### config.mk
export PLATFORM = sky130hd
export DESIGN_NAME = rabin_decrypt_crt_core_flat
export DESIGN_NICKNAME = d
export VERILOG_FILES = /design/src/hdl/rdc_pkg.sv /design/src/hdl/rdc_if.sv /design/src/hdl/rabin_decrypt_crt_core.sv /design/src/hdl/rdc_modmul.sv /design/src/flat_wrapper.sv
export SDC_FILE = /design/constraint.sdc
export NUM_CORES = 2
export LEC_CHECK = 0
export ABC_AREA = 0
export BUFFER_PORTS_ARGS = -buffer_cell sky130_fd_sc_hd__buf_2
export CAP_MARGIN = 20
export CORE_ASPECT_RATIO = 2
export CORE_MARGIN = 1.5
export CORE_UTILIZATION = 50
export CTS_BUF_LIST = sky130_fd_sc_hd__clkbuf_2 sky130_fd_sc_hd__clkbuf_4 sky130_fd_sc_hd__clkbuf_8
export CTS_CLUSTER_SIZE = 14
export DETAILED_ROUTE_END_ITERATION = 16
export MAX_ROUTING_LAYER = met4
export PLACE_DENSITY = 0.75
export SKIP_CTS_REPAIR_TIMING = 1
export SLEW_MARGIN = 20
export SYNTH_ARGS = -nofsm -noshare
export SYNTH_HDL_FRONTEND = slang
export SYNTH_HIERARCHICAL = 1
export SYNTH_SLANG_ARGS = --single-unit
### constraint.sdc
create_clock -name clk -period 24.6 [get_ports clk]
set_input_delay 4.92 -clock clk [delete_from_list [all_inputs] [get_ports clk]]
set_output_delay 4.92 -clock clk [all_outputs]
set_load 0.05 [all_outputs]
### src/hdl/rdc_pkg.sv
`default_nettype none
package rdc_pkg;
    localparam int PRIME_BITS_DEF = 16;
    localparam int CFG_WIDTH = 16;
    localparam int CT_WIDTH = 32;
    localparam logic [CFG_WIDTH-1:0] P_RESET = 16'd167;
    localparam logic [CFG_WIDTH-1:0] Q_RESET = 16'd151;
    localparam logic CFG_IDX_P = 1'b0;
    localparam logic CFG_IDX_Q = 1'b1;
    localparam int ROOT_LIMIT = 128;
endpackage
`default_nettype wire

### src/hdl/rdc_if.sv
`default_nettype none
interface rdc_in_if;
    logic        valid;
    logic        ready;
    logic [31:0] ciphertext;
    modport source (output valid, output ciphertext, input ready);
    modport sink (input valid, input ciphertext, output ready);
endinterface

interface rdc_out_if;
    logic       valid;
    logic       ready;
    logic [6:0] plaintext;
    logic       found;
    logic [1:0] root_index;
    modport source (output valid, output plaintext, output found, output root_index,
                    input ready);
    modport sink (input valid, input plaintext, input found, input root_index,
                  output ready);
endinterface

interface rdc_cfg_if;
    logic        valid;
    logic        ready;
    logic        index;
    logic [15:0] data;
    modport source (output valid, output index, output data, input ready);
    modport sink (input valid, input index, input data, output ready);
endinterface
`default_nettype wire

### src/hdl/rabin_decrypt_crt_core.sv
`default_nettype none
// Rabin decryption core with CRT recombination.
// Channels: cfg writes prime_p (index 0) and prime_q (index 1), keeping the low
// PRIME_BITS bits, at most 16; in takes one ciphertext word; out returns one
// result word with plaintext, found and root_index.
// One shared shift-and-add modular multiplier does every modular product
// and the reduction of the ciphertext; separate logic reduces the CRT sums.
// The extended Euclid runs on a restoring divider that takes one quotient
// bit per cycle.
// Latency is data dependent: each exponentiation takes one reduction of the
// ciphertext plus up to 15 squarings and 14 multiplies, Euclid takes up to
// about 25 steps, and the recombination takes 4 calls. Small primes need far
// fewer squarings, multiplies and Euclid steps.
// The core accepts one word at a time; in.ready is low while it works and
// while a result waits in the output register.
// A stalled receiver holds the result word; nothing is lost.
// Reset restores prime_p = 167, prime_q = 151 and empties the core.
module rabin_decrypt_crt_core #(
    parameter int PRIME_BITS = rdc_pkg::PRIME_BITS_DEF
) (
    input wire logic clk,
    input wire logic rst_n,
    rdc_cfg_if.sink  cfg,
    rdc_in_if.sink   in,
    rdc_out_if.source out
);
    localparam int W = 32;
    localparam int SW = 34;
    localparam int PB = (PRIME_BITS > 16) ? 16 : PRIME_BITS;

    typedef enum logic [4:0] {
        S_IDLE, S_PRED, S_PREDW, S_EXPSQ, S_EXPMUL, S_EXPW, S_EXPSW, S_EUC,
        S_DIV, S_EUCUPD, S_TA1, S_TA1W, S_TA2, S_TA2W, S_TB1, S_TB1W,
        S_TB2, S_TB2W, S_SEL, S_OUT
    } state_t;

    state_t state_reg;
    logic [15:0] p_reg, q_reg;
    logic [W-1:0] c_reg, n_reg, mp_reg, mq_reg, base_reg, acc_reg, ta_reg;
    logic [15:0] e_reg;
    logic side_reg;
    logic sq_reg;
    logic signed [SW-1:0] ea_reg, eb_reg, x0_reg, x1_reg, y0_reg, y1_reg;
    logic [16:0] dq_reg, dr_reg;
    logic [4:0] dcnt_reg;
    logic mm_start;
    logic [W-1:0] mm_a, mm_b, mm_m, mm_res;
    logic mm_done;
    logic [6:0] pt_reg;
    logic found_reg;
    logic [1:0] idx_reg;
    logic [W-1:0] mcur;
    logic [W:0] rsum, ssum;
    logic [W-1:0] rr, ss;
    logic [17:0] dtrial;
    logic [16:0] ea_low;
    logic dbit;
    logic signed [SW-1:0] xp, yq;
    logic [W-1:0] xpm, yqm;

    rdc_modmul #(.W(W)) u_mm (
        .clk(clk), .rst_n(rst_n), .start(mm_start), .a(mm_a), .b(mm_b),
        .m(mm_m), .done(mm_done), .result(mm_res)
    );

    assign cfg.ready = 1'b1;
    assign in.ready = (state_reg == S_IDLE);
    assign out.valid = (state_reg == S_OUT);
    assign out.plaintext = pt_reg;
    assign out.found = found_reg;
    assign out.root_index = idx_reg;

    assign mcur = side_reg ? {16'd0, q_reg} : {16'd0, p_reg};
    assign ea_low = ea_reg[16:0];
    assign dbit = ea_low[5'd16 - dcnt_reg];
    assign dtrial = {dr_reg, dbit} - {1'b0, eb_reg[16:0]};
    // The magnitude of each coefficient goes through the shared unit, and the
    // product is negated modulo n when the coefficient is negative.
    assign xp = x0_reg;
    assign yq = y0_reg;
    assign xpm = xp[SW-1] ? W'(-xp) : W'(xp);
    assign yqm = yq[SW-1] ? W'(-yq) : W'(yq);
    assign rsum = {1'b0, ta_reg} + {1'b0, acc_reg};
    assign rr = (rsum >= {1'b0, n_reg}) ? W'(rsum - {1'b0, n_reg}) : rsum[W-1:0];
    assign ssum = {1'b0, ta_reg} + {1'b0, n_reg} - {1'b0, acc_reg};
    assign ss = (ssum >= {1'b0, n_reg}) ? W'(ssum - {1'b0, n_reg}) : ssum[W-1:0];

    always_comb
    begin
        mm_start = 1'b0;
        mm_a = '0;
        mm_b = '0;
        mm_m = mcur;
        unique case (state_reg)
            S_PRED:
            begin
                mm_start = 1'b1;
                mm_a = W'(1);
                mm_b = c_reg;
            end
            S_EXPSQ:
            begin
                mm_start = 1'b1;
                mm_a = base_reg;
                mm_b = base_reg;
            end
            S_EXPMUL:
            begin
                mm_start = 1'b1;
                mm_a = acc_reg;
                mm_b = base_reg;
            end
            S_TA1:
            begin
                mm_start = 1'b1;
                mm_a = xpm;
                mm_b = {16'd0, p_reg};
                mm_m = n_reg;
            end
            S_TA2:
            begin
                mm_start = 1'b1;
                mm_a = ta_reg;
                mm_b = mq_reg;
                mm_m = n_reg;
            end
            S_TB1:
            begin
                mm_start = 1'b1;
                mm_a = yqm;
                mm_b = {16'd0, q_reg};
                mm_m = n_reg;
            end
            S_TB2:
            begin
                mm_start = 1'b1;
                mm_a = acc_reg;
                mm_b = mp_reg;
                mm_m = n_reg;
            end
            default:
            begin
                mm_m = mcur;
            end
        endcase
    end

    always_ff @(posedge clk or negedge rst_n)
    begin
        if (!rst_n)
        begin
            state_reg <= S_IDLE;
            p_reg <= rdc_pkg::P_RESET;
            q_reg <= rdc_pkg::Q_RESET;
            found_reg <= 1'b0;
            pt_reg <= '0;
            idx_reg <= '0;
        end
        else
        begin
            if (cfg.valid && cfg.ready)
            begin
                if (cfg.index == rdc_pkg::CFG_IDX_P)
                begin
                    p_reg <= 16'(cfg.data[PB-1:0]);
                end
                else
                begin
                    q_reg <= 16'(cfg.data[PB-1:0]);
                end
            end
            unique case (state_reg)
                S_IDLE:
                begin
                    if (in.valid)
                    begin
                        c_reg <= in.ciphertext;
                        n_reg <= W'(p_reg) * W'(q_reg);
                        side_reg <= 1'b0;
                        found_reg <= 1'b0;
                        pt_reg <= '0;
                        idx_reg <= '0;
                        if (p_reg == 16'd0 || q_reg == 16'd0)
                        begin
                            state_reg <= S_OUT;
                        end
                        else
                        begin
                            state_reg <= S_PRED;
                        end
                    end
                end
                S_PRED:
                begin
                    e_reg <= 16'((17'(mcur[15:0]) + 17'd1) >> 2);
                    acc_reg <= W'(1);
                    state_reg <= S_PREDW;
                end
                S_PREDW:
                begin
                    if (mm_done)
                    begin
                        base_reg <= mm_res;
                        state_reg <= S_EXPW;
                    end
                end
                S_EXPW:
                begin
                    if (e_reg == 16'd0)
                    begin
                        if (!side_reg)
                        begin
                            mp_reg <= acc_reg;
                            side_reg <= 1'b1;
                            state_reg <= S_PRED;
                        end
                        else
                        begin
                            mq_reg <= acc_reg;
                            ea_reg <= SW'(p_reg);
                            eb_reg <= SW'(q_reg);
                            x0_reg <= SW'(1);
                            x1_reg <= '0;
                            y0_reg <= '0;
                            y1_reg <= SW'(1);
                            state_reg <= S_EUC;
                        end
                    end
                    else if (e_reg[0])
                    begin
                        sq_reg <= 1'b0;
                        state_reg <= S_EXPMUL;
                    end
                    else
                    begin
                        sq_reg <= 1'b1;
                        state_reg <= S_EXPSQ;
                    end
                end
                S_EXPMUL, S_EXPSQ:
                begin
                    state_reg <= S_EXPSW;
                end
                S_EXPSW:
                begin
                    if (mm_done)
                    begin
                        if (!sq_reg)
                        begin
                            acc_reg <= mm_res;
                            sq_reg <= 1'b1;
                            state_reg <= S_EXPSQ;
                        end
                        else
                        begin
                            base_reg <= mm_res;
                            e_reg <= e_reg >> 1;
                            state_reg <= S_EXPW;
                        end
                    end
                end
                S_EUC:
                begin
                    if (eb_reg == '0)
                    begin
                        state_reg <= S_TA1;
                    end
                    else
                    begin
                        dq_reg <= '0;
                        dr_reg <= '0;
                        dcnt_reg <= 5'd0;
                        state_reg <= S_DIV;
                    end
                end
                S_DIV:
                begin
                    if (!dtrial[17])
                    begin
                        dr_reg <= dtrial[16:0];
                        dq_reg <= {dq_reg[15:0], 1'b1};
                    end
                    else
                    begin
                        dr_reg <= {dr_reg[15:0], dbit};
                        dq_reg <= {dq_reg[15:0], 1'b0};
                    end
                    dcnt_reg <= dcnt_reg + 5'd1;
                    if (dcnt_reg == 5'd16)
                    begin
                        state_reg <= S_EUCUPD;
                    end
                end
                S_EUCUPD:
                begin
                    ea_reg <= eb_reg;
                    eb_reg <= SW'(dr_reg);
                    x0_reg <= x1_reg;
                    x1_reg <= x0_reg - SW'($signed({1'b0, dq_reg}) * x1_reg);
                    y0_reg <= y1_reg;
                    y1_reg <= y0_reg - SW'($signed({1'b0, dq_reg}) * y1_reg);
                    state_reg <= S_EUC;
                end
                S_TA1:
                begin
                    state_reg <= S_TA1W;
                end
                S_TA1W:
                begin
                    if (mm_done)
                    begin
                        ta_reg <= (xp[SW-1] && mm_res != '0) ? n_reg - mm_res : mm_res;
                        state_reg <= S_TA2;
                    end
                end
                S_TA2:
                begin
                    state_reg <= S_TA2W;
                end
                S_TA2W:
                begin
                    if (mm_done)
                    begin
                        ta_reg <= mm_res;
                        state_reg <= S_TB1;
                    end
                end
                S_TB1:
                begin
                    state_reg <= S_TB1W;
                end
                S_TB1W:
                begin
                    if (mm_done)
                    begin
                        acc_reg <= (yq[SW-1] && mm_res != '0) ? n_reg - mm_res : mm_res;
                        state_reg <= S_TB2;
                    end
                end
                S_TB2:
                begin
                    state_reg <= S_TB2W;
                end
                S_TB2W:
                begin
                    if (mm_done)
                    begin
                        acc_reg <= mm_res;
                        state_reg <= S_SEL;
                    end
                end
                S_SEL:
                begin
                    state_reg <= S_OUT;
                    priority if (rr < W'(rdc_pkg::ROOT_LIMIT))
                    begin
                        found_reg <= 1'b1;
                        pt_reg <= rr[6:0];
                        idx_reg <= 2'd0;
                    end
                    else if (n_reg - rr < W'(rdc_pkg::ROOT_LIMIT))
                    begin
                        found_reg <= 1'b1;
                        pt_reg <= 7'(n_reg - rr);
                        idx_reg <= 2'd1;
                    end
                    else if (ss < W'(rdc_pkg::ROOT_LIMIT))
                    begin
                        found_reg <= 1'b1;
                        pt_reg <= ss[6:0];
                        idx_reg <= 2'd2;
                    end
                    else if (n_reg - ss < W'(rdc_pkg::ROOT_LIMIT))
                    begin
                        found_reg <= 1'b1;
                        pt_reg <= 7'(n_reg - ss);
                        idx_reg <= 2'd3;
                    end
                end
                S_OUT:
                begin
                    if (out.ready)
                    begin
                        state_reg <= S_IDLE;
                    end
                end
                default:
                begin
                    state_reg <= S_IDLE;
                end
            endcase
        end
    end
endmodule
`default_nettype wire

### src/hdl/rdc_modmul.sv
`default_nettype none
// Computes (a * b) mod m by shift-and-add, one bit of b per cycle.
module rdc_modmul #(
    parameter int W = 32
) (
    input  wire logic         clk,
    input  wire logic         rst_n,
    input  wire logic         start,
    input  wire logic [W-1:0] a,
    input  wire logic [W-1:0] b,
    input  wire logic [W-1:0] m,
    output logic              done,
    output logic [W-1:0]      result
);
    localparam int CW = $clog2(W + 1);
    logic [W-1:0] acc_reg, aa_reg, b_reg, m_reg;
    logic [CW-1:0] cnt_reg;
    logic busy_reg;
    logic done_reg;
    logic [W:0] dbl, sum;
    logic [W-1:0] acc2;

    always_comb
    begin
        dbl = {acc_reg, 1'b0};
        if (dbl >= {1'b0, m_reg})
        begin
            dbl = dbl - {1'b0, m_reg};
        end
        acc2 = dbl[W-1:0];
        sum = {1'b0, acc2} + (b_reg[W-1] ? {1'b0, aa_reg} : '0);
        if (sum >= {1'b0, m_reg})
        begin
            sum = sum - {1'b0, m_reg};
        end
    end

    assign result = acc_reg;
    assign done = done_reg;

    always_ff @(posedge clk or negedge rst_n)
    begin
        if (!rst_n)
        begin
            busy_reg <= 1'b0;
            done_reg <= 1'b0;
            cnt_reg <= '0;
            acc_reg <= '0;
            aa_reg <= '0;
            b_reg <= '0;
            m_reg <= '0;
        end
        else
        begin
            done_reg <= 1'b0;
            if (start)
            begin
                busy_reg <= 1'b1;
                cnt_reg <= CW'(W);
                acc_reg <= '0;
                aa_reg <= (a >= m) ? a - m : a;
                b_reg <= b;
                m_reg <= m;
            end
            else if (busy_reg)
            begin
                acc_reg <= sum[W-1:0];
                b_reg <= {b_reg[W-2:0], 1'b0};
                cnt_reg <= cnt_reg - 1'b1;
                if (cnt_reg == CW'(1))
                begin
                    busy_reg <= 1'b0;
                    done_reg <= 1'b1;
                end
            end
        end
    end
endmodule
`default_nettype wire

### src/flat_wrapper.sv
// flat-port wrapper written by rule: the top's interface ports become plain ports
module rabin_decrypt_crt_core_flat 
#(
    parameter int PRIME_BITS = rdc_pkg::PRIME_BITS_DEF
)
  (clk, rst_n, cfg_valid, cfg_index, cfg_data, cfg_ready, in_valid, in_ciphertext, in_ready, out_valid, out_plaintext, out_found, out_root_index, out_ready);
  rdc_cfg_if cfg_i ();
  rdc_in_if in_i ();
  rdc_out_if out_i ();
  input wire logic clk;
  input wire logic rst_n;
  input wire logic [$bits(cfg_i.valid)-1:0] cfg_valid;
  input wire logic [$bits(cfg_i.index)-1:0] cfg_index;
  input wire logic [$bits(cfg_i.data)-1:0] cfg_data;
  output wire logic [$bits(cfg_i.ready)-1:0] cfg_ready;
  input wire logic [$bits(in_i.valid)-1:0] in_valid;
  input wire logic [$bits(in_i.ciphertext)-1:0] in_ciphertext;
  output wire logic [$bits(in_i.ready)-1:0] in_ready;
  output wire logic [$bits(out_i.valid)-1:0] out_valid;
  output wire logic [$bits(out_i.plaintext)-1:0] out_plaintext;
  output wire logic [$bits(out_i.found)-1:0] out_found;
  output wire logic [$bits(out_i.root_index)-1:0] out_root_index;
  input wire logic [$bits(out_i.ready)-1:0] out_ready;
  assign cfg_i.valid = cfg_valid;
  assign cfg_i.index = cfg_index;
  assign cfg_i.data = cfg_data;
  assign cfg_ready = cfg_i.ready;
  assign in_i.valid = in_valid;
  assign in_i.ciphertext = in_ciphertext;
  assign in_ready = in_i.ready;
  assign out_valid = out_i.valid;
  assign out_plaintext = out_i.plaintext;
  assign out_found = out_i.found;
  assign out_root_index = out_i.root_index;
  assign out_i.ready = out_ready;
  rabin_decrypt_crt_core #(.PRIME_BITS(PRIME_BITS)) u_core (.clk(clk), .rst_n(rst_n), .cfg(cfg_i), .in(in_i), .out(out_i));
endmodule
==> impl_metrics.toml <==
[clocking]
cts_tree = "built"
cts_max_path_buffers = 3
htree_levels = 3
clk-insertion-delay-late_ps = 860
clkTransAtPathRegs_ps = 70
clock_sinks = 633
cts_inserted_buffers = 102
ctsRootBufferMaster = "clkbuf_8"

[routing]
ant_nets = 0
vias = 72200
firstDrtPassIters = 9
drc_errors = 0
via_per_inst = 6.22
wl_per_cell_um = 27.6
wirelength_mm = 320
initialDrtViolationCount = 5691

[synthesis]
ys.flop_type = "edfxtp_1"
synth.ff_latch_count = 633
ys_seq_area_frac = 0.212
ys_warn_count = 6
syn-num-nets = 11000
synth_edf_count = 450
async_flop_share = 0.289
synth_cells = 9323
syn_area_um2 = 85200
synth.avg_cell_area_um2 = 9.14
synth_cell_type_count = 125

[placement]
portBuffers = 65
dp_hpwl_mm = 257
gp_congestion = 1.06
dpl_cell_area_um2 = 88100

[worst_setup_path]
path_class = "reg2reg"
startpoint = "u_core/n_reg[1]$_DFFE_PP_"
crit_arrival_ps = 13140
r2r_end = "u_core/out.plaintext[0]$_DFFE_PN0P_"
rr_startpoint = "u_core/n_reg[1]$_DFFE_PP_"
critical_path_required_ps = 25300
cp-start-kind = "flop"
crit_fanout = 32
cp_slowest_cell = "o41ai_4"
critPathMaxStageDelay_ps = 760
endpoint = "u_core/out.plaintext[0]$_DFFE_PN0P_"
reg2reg_depth = 39
r2r_setup_slack_ps = 12160
endpoint_kind = "flop"
crit_top_cell = "a21oi_1"

[sta]
slew_headroom = 0.181
clock.fmax_mhz = 80.4
rsz0062_at_grt = "no"
worst-slew-pin-transition_ps = 1230
finalCritPeriodShare = 0.506
setup_viol = 0
tns_ps = 0
drv_slew = 0
min_period_ps = 12440
skew_ps = 116
hold_viol_final = 0

[worst_hold_path]
hold_depth = 1
min_path_type = "reg2reg"

[floorplanning]
coreArea_um2 = 169000
die_area_um2 = 173000
die_h_um = 587
ios = 67
rows = 214
die_width_um = 295
start_util = 0.503

[global_route]
antenna_found_initial = 16
grt_usage = 0.382
grt_pass1_wl_mm = 471
grt_max_degree = 87
grt.overflow.total = 0
grt_pass1_vias = 76600

[cells_and_area]
area_delta_synth_final_pct = 6.14
layout-drive-gt1-share = 0.0692
fin_nets = 10900
final_area_um2 = 90500
fillers = 15200

[run_status]
status = "complete, no violations"

[flow_run]
max_cap_violations = 0
==> synthesized netlist by cell type, drive strengths merged (71+ instances only) <==
cell | count | area share
nand3 | 147 | 0.0086
fa | 993 | 0.23
inv | 1163 | 0.051
o21ai | 393 | 0.023
nand2 | 1191 | 0.053
xnor2 | 328 | 0.034
a21o | 144 | 0.013
clkbuf | 370 | 0.016
nor3 | 132 | 0.0079
a21oi | 457 | 0.027
dfrtp | 173 | 0.051
o21a | 71 | 0.0063
mux2 | 101 | 0.013
edfxtp | 450 | 0.16
xor2 | 154 | 0.016
ha | 669 | 0.098
mux2i | 121 | 0.014
and2 | 666 | 0.049
nor2 | 432 | 0.019
==> final cells by class <==
cell class | count | area, µm² | share of cell area
multi-input combinational | 7108 | 61300 | 0.678
sequential | 633 | 18100 | 0.200
inverter | 1165 | 4370 | 0.0483
tap | 2268 | 2840 | 0.0314
clock buffer | 137 | 1730 | 0.0191
timing repair buffer | 222 | 1530 | 0.0169
clock inverter | 53 | 539 | 0.00596
antenna | 19 | 47.5 | 0.000525
==> worst max-delay path: cells and delay by family, from the launching register on <==
family	cells	cell delay (ps)
AOI/OAI and AO/OA	23	7050
xor gates and xnor gates	1	160
adders and majority gates	4	1740
and+or+nand+nor	7	1550
DFF	1	650
muxes	2	550
buffers and inverters	2	580
==> layer usage <==
layer  vias to the layer above  GRT usage  share of wire
met5                         -          -              0
met4                         0      0.402           0.13
met3                      1698     0.0636          0.065
met2                      3577      0.661           0.51
met1                     35800      0.334           0.29
li1                      31200          -              -
==> metrics by stage <==
step | hold slack [ps] | util | setup slack [ps] | cells
finish | 497 | 0.534 | 12160 | 11600
global route | 515 | 0.534 | 11430 | 11600
floorplan | 462 | - | 13990 | 9323
detailed placement | 493 | 0.520 | 12300 | 11400
global placement | 460 | 0.520 | 12350 | 11400
CTS | 509 | 0.533 | 12200 | 11600
==> worst min-delay path by stage <==
stage / to / slack (ps) / from
2_1_floorplan: u_core/u_mm/aa_reg[30]$_DFFE_PN0P_ / 460 / u_core/u_mm/aa_reg[30]$_DFFE_PN0P_
3_3_place_gp: u_core/out.found$_DFFE_PN0P_ / 460 / u_core/out.found$_DFFE_PN0P_
3_5_place_dp: u_core/u_mm/aa_reg[0]$_DFFE_PN0P_ / 490 / u_core/u_mm/aa_reg[0]$_DFFE_PN0P_
4_1_cts: u_core/u_mm/aa_reg[11]$_DFFE_PN0P_ / 510 / u_core/u_mm/aa_reg[11]$_DFFE_PN0P_
5_1_grt: u_core/u_mm/aa_reg[11]$_DFFE_PN0P_ / 520 / u_core/u_mm/aa_reg[11]$_DFFE_PN0P_
6_report: u_core/out.found$_DFFE_PN0P_ / 500 / u_core/out.found$_DFFE_PN0P_
==> placed cells by master (no fill, tap or decap), drive strengths merged, types with 154 or more instances in the layout <==
cell,n
dfrtp,173
nand2,1191
a21oi,457
inv,1167
and2,666
edfxtp,450
fa,993
ha,669
xor2,154
nor2,432
o21ai,393
buf,221
xnor2,328
==> kinds of logic (layout without fill, tap and decap cells) <==
family | after synthesis | after routing | synth area share
and+or+nand+nor | 3009 | 3009 | 0.172
buffers and inverters | 1582 | 1577 | 0.0705
DFF | 633 | 633 | 0.212
other | 1 | 20 | 0.0000440
muxes | 226 | 226 | 0.0287
AOI/OAI and AO/OA | 1728 | 1728 | 0.136
xor gates and xnor gates | 482 | 482 | 0.0495
adders and majority gates | 1662 | 1662 | 0.331
Power is not shown: default switching activity piles up to over one toggle a cycle in this logic, so the estimate is an artifact.
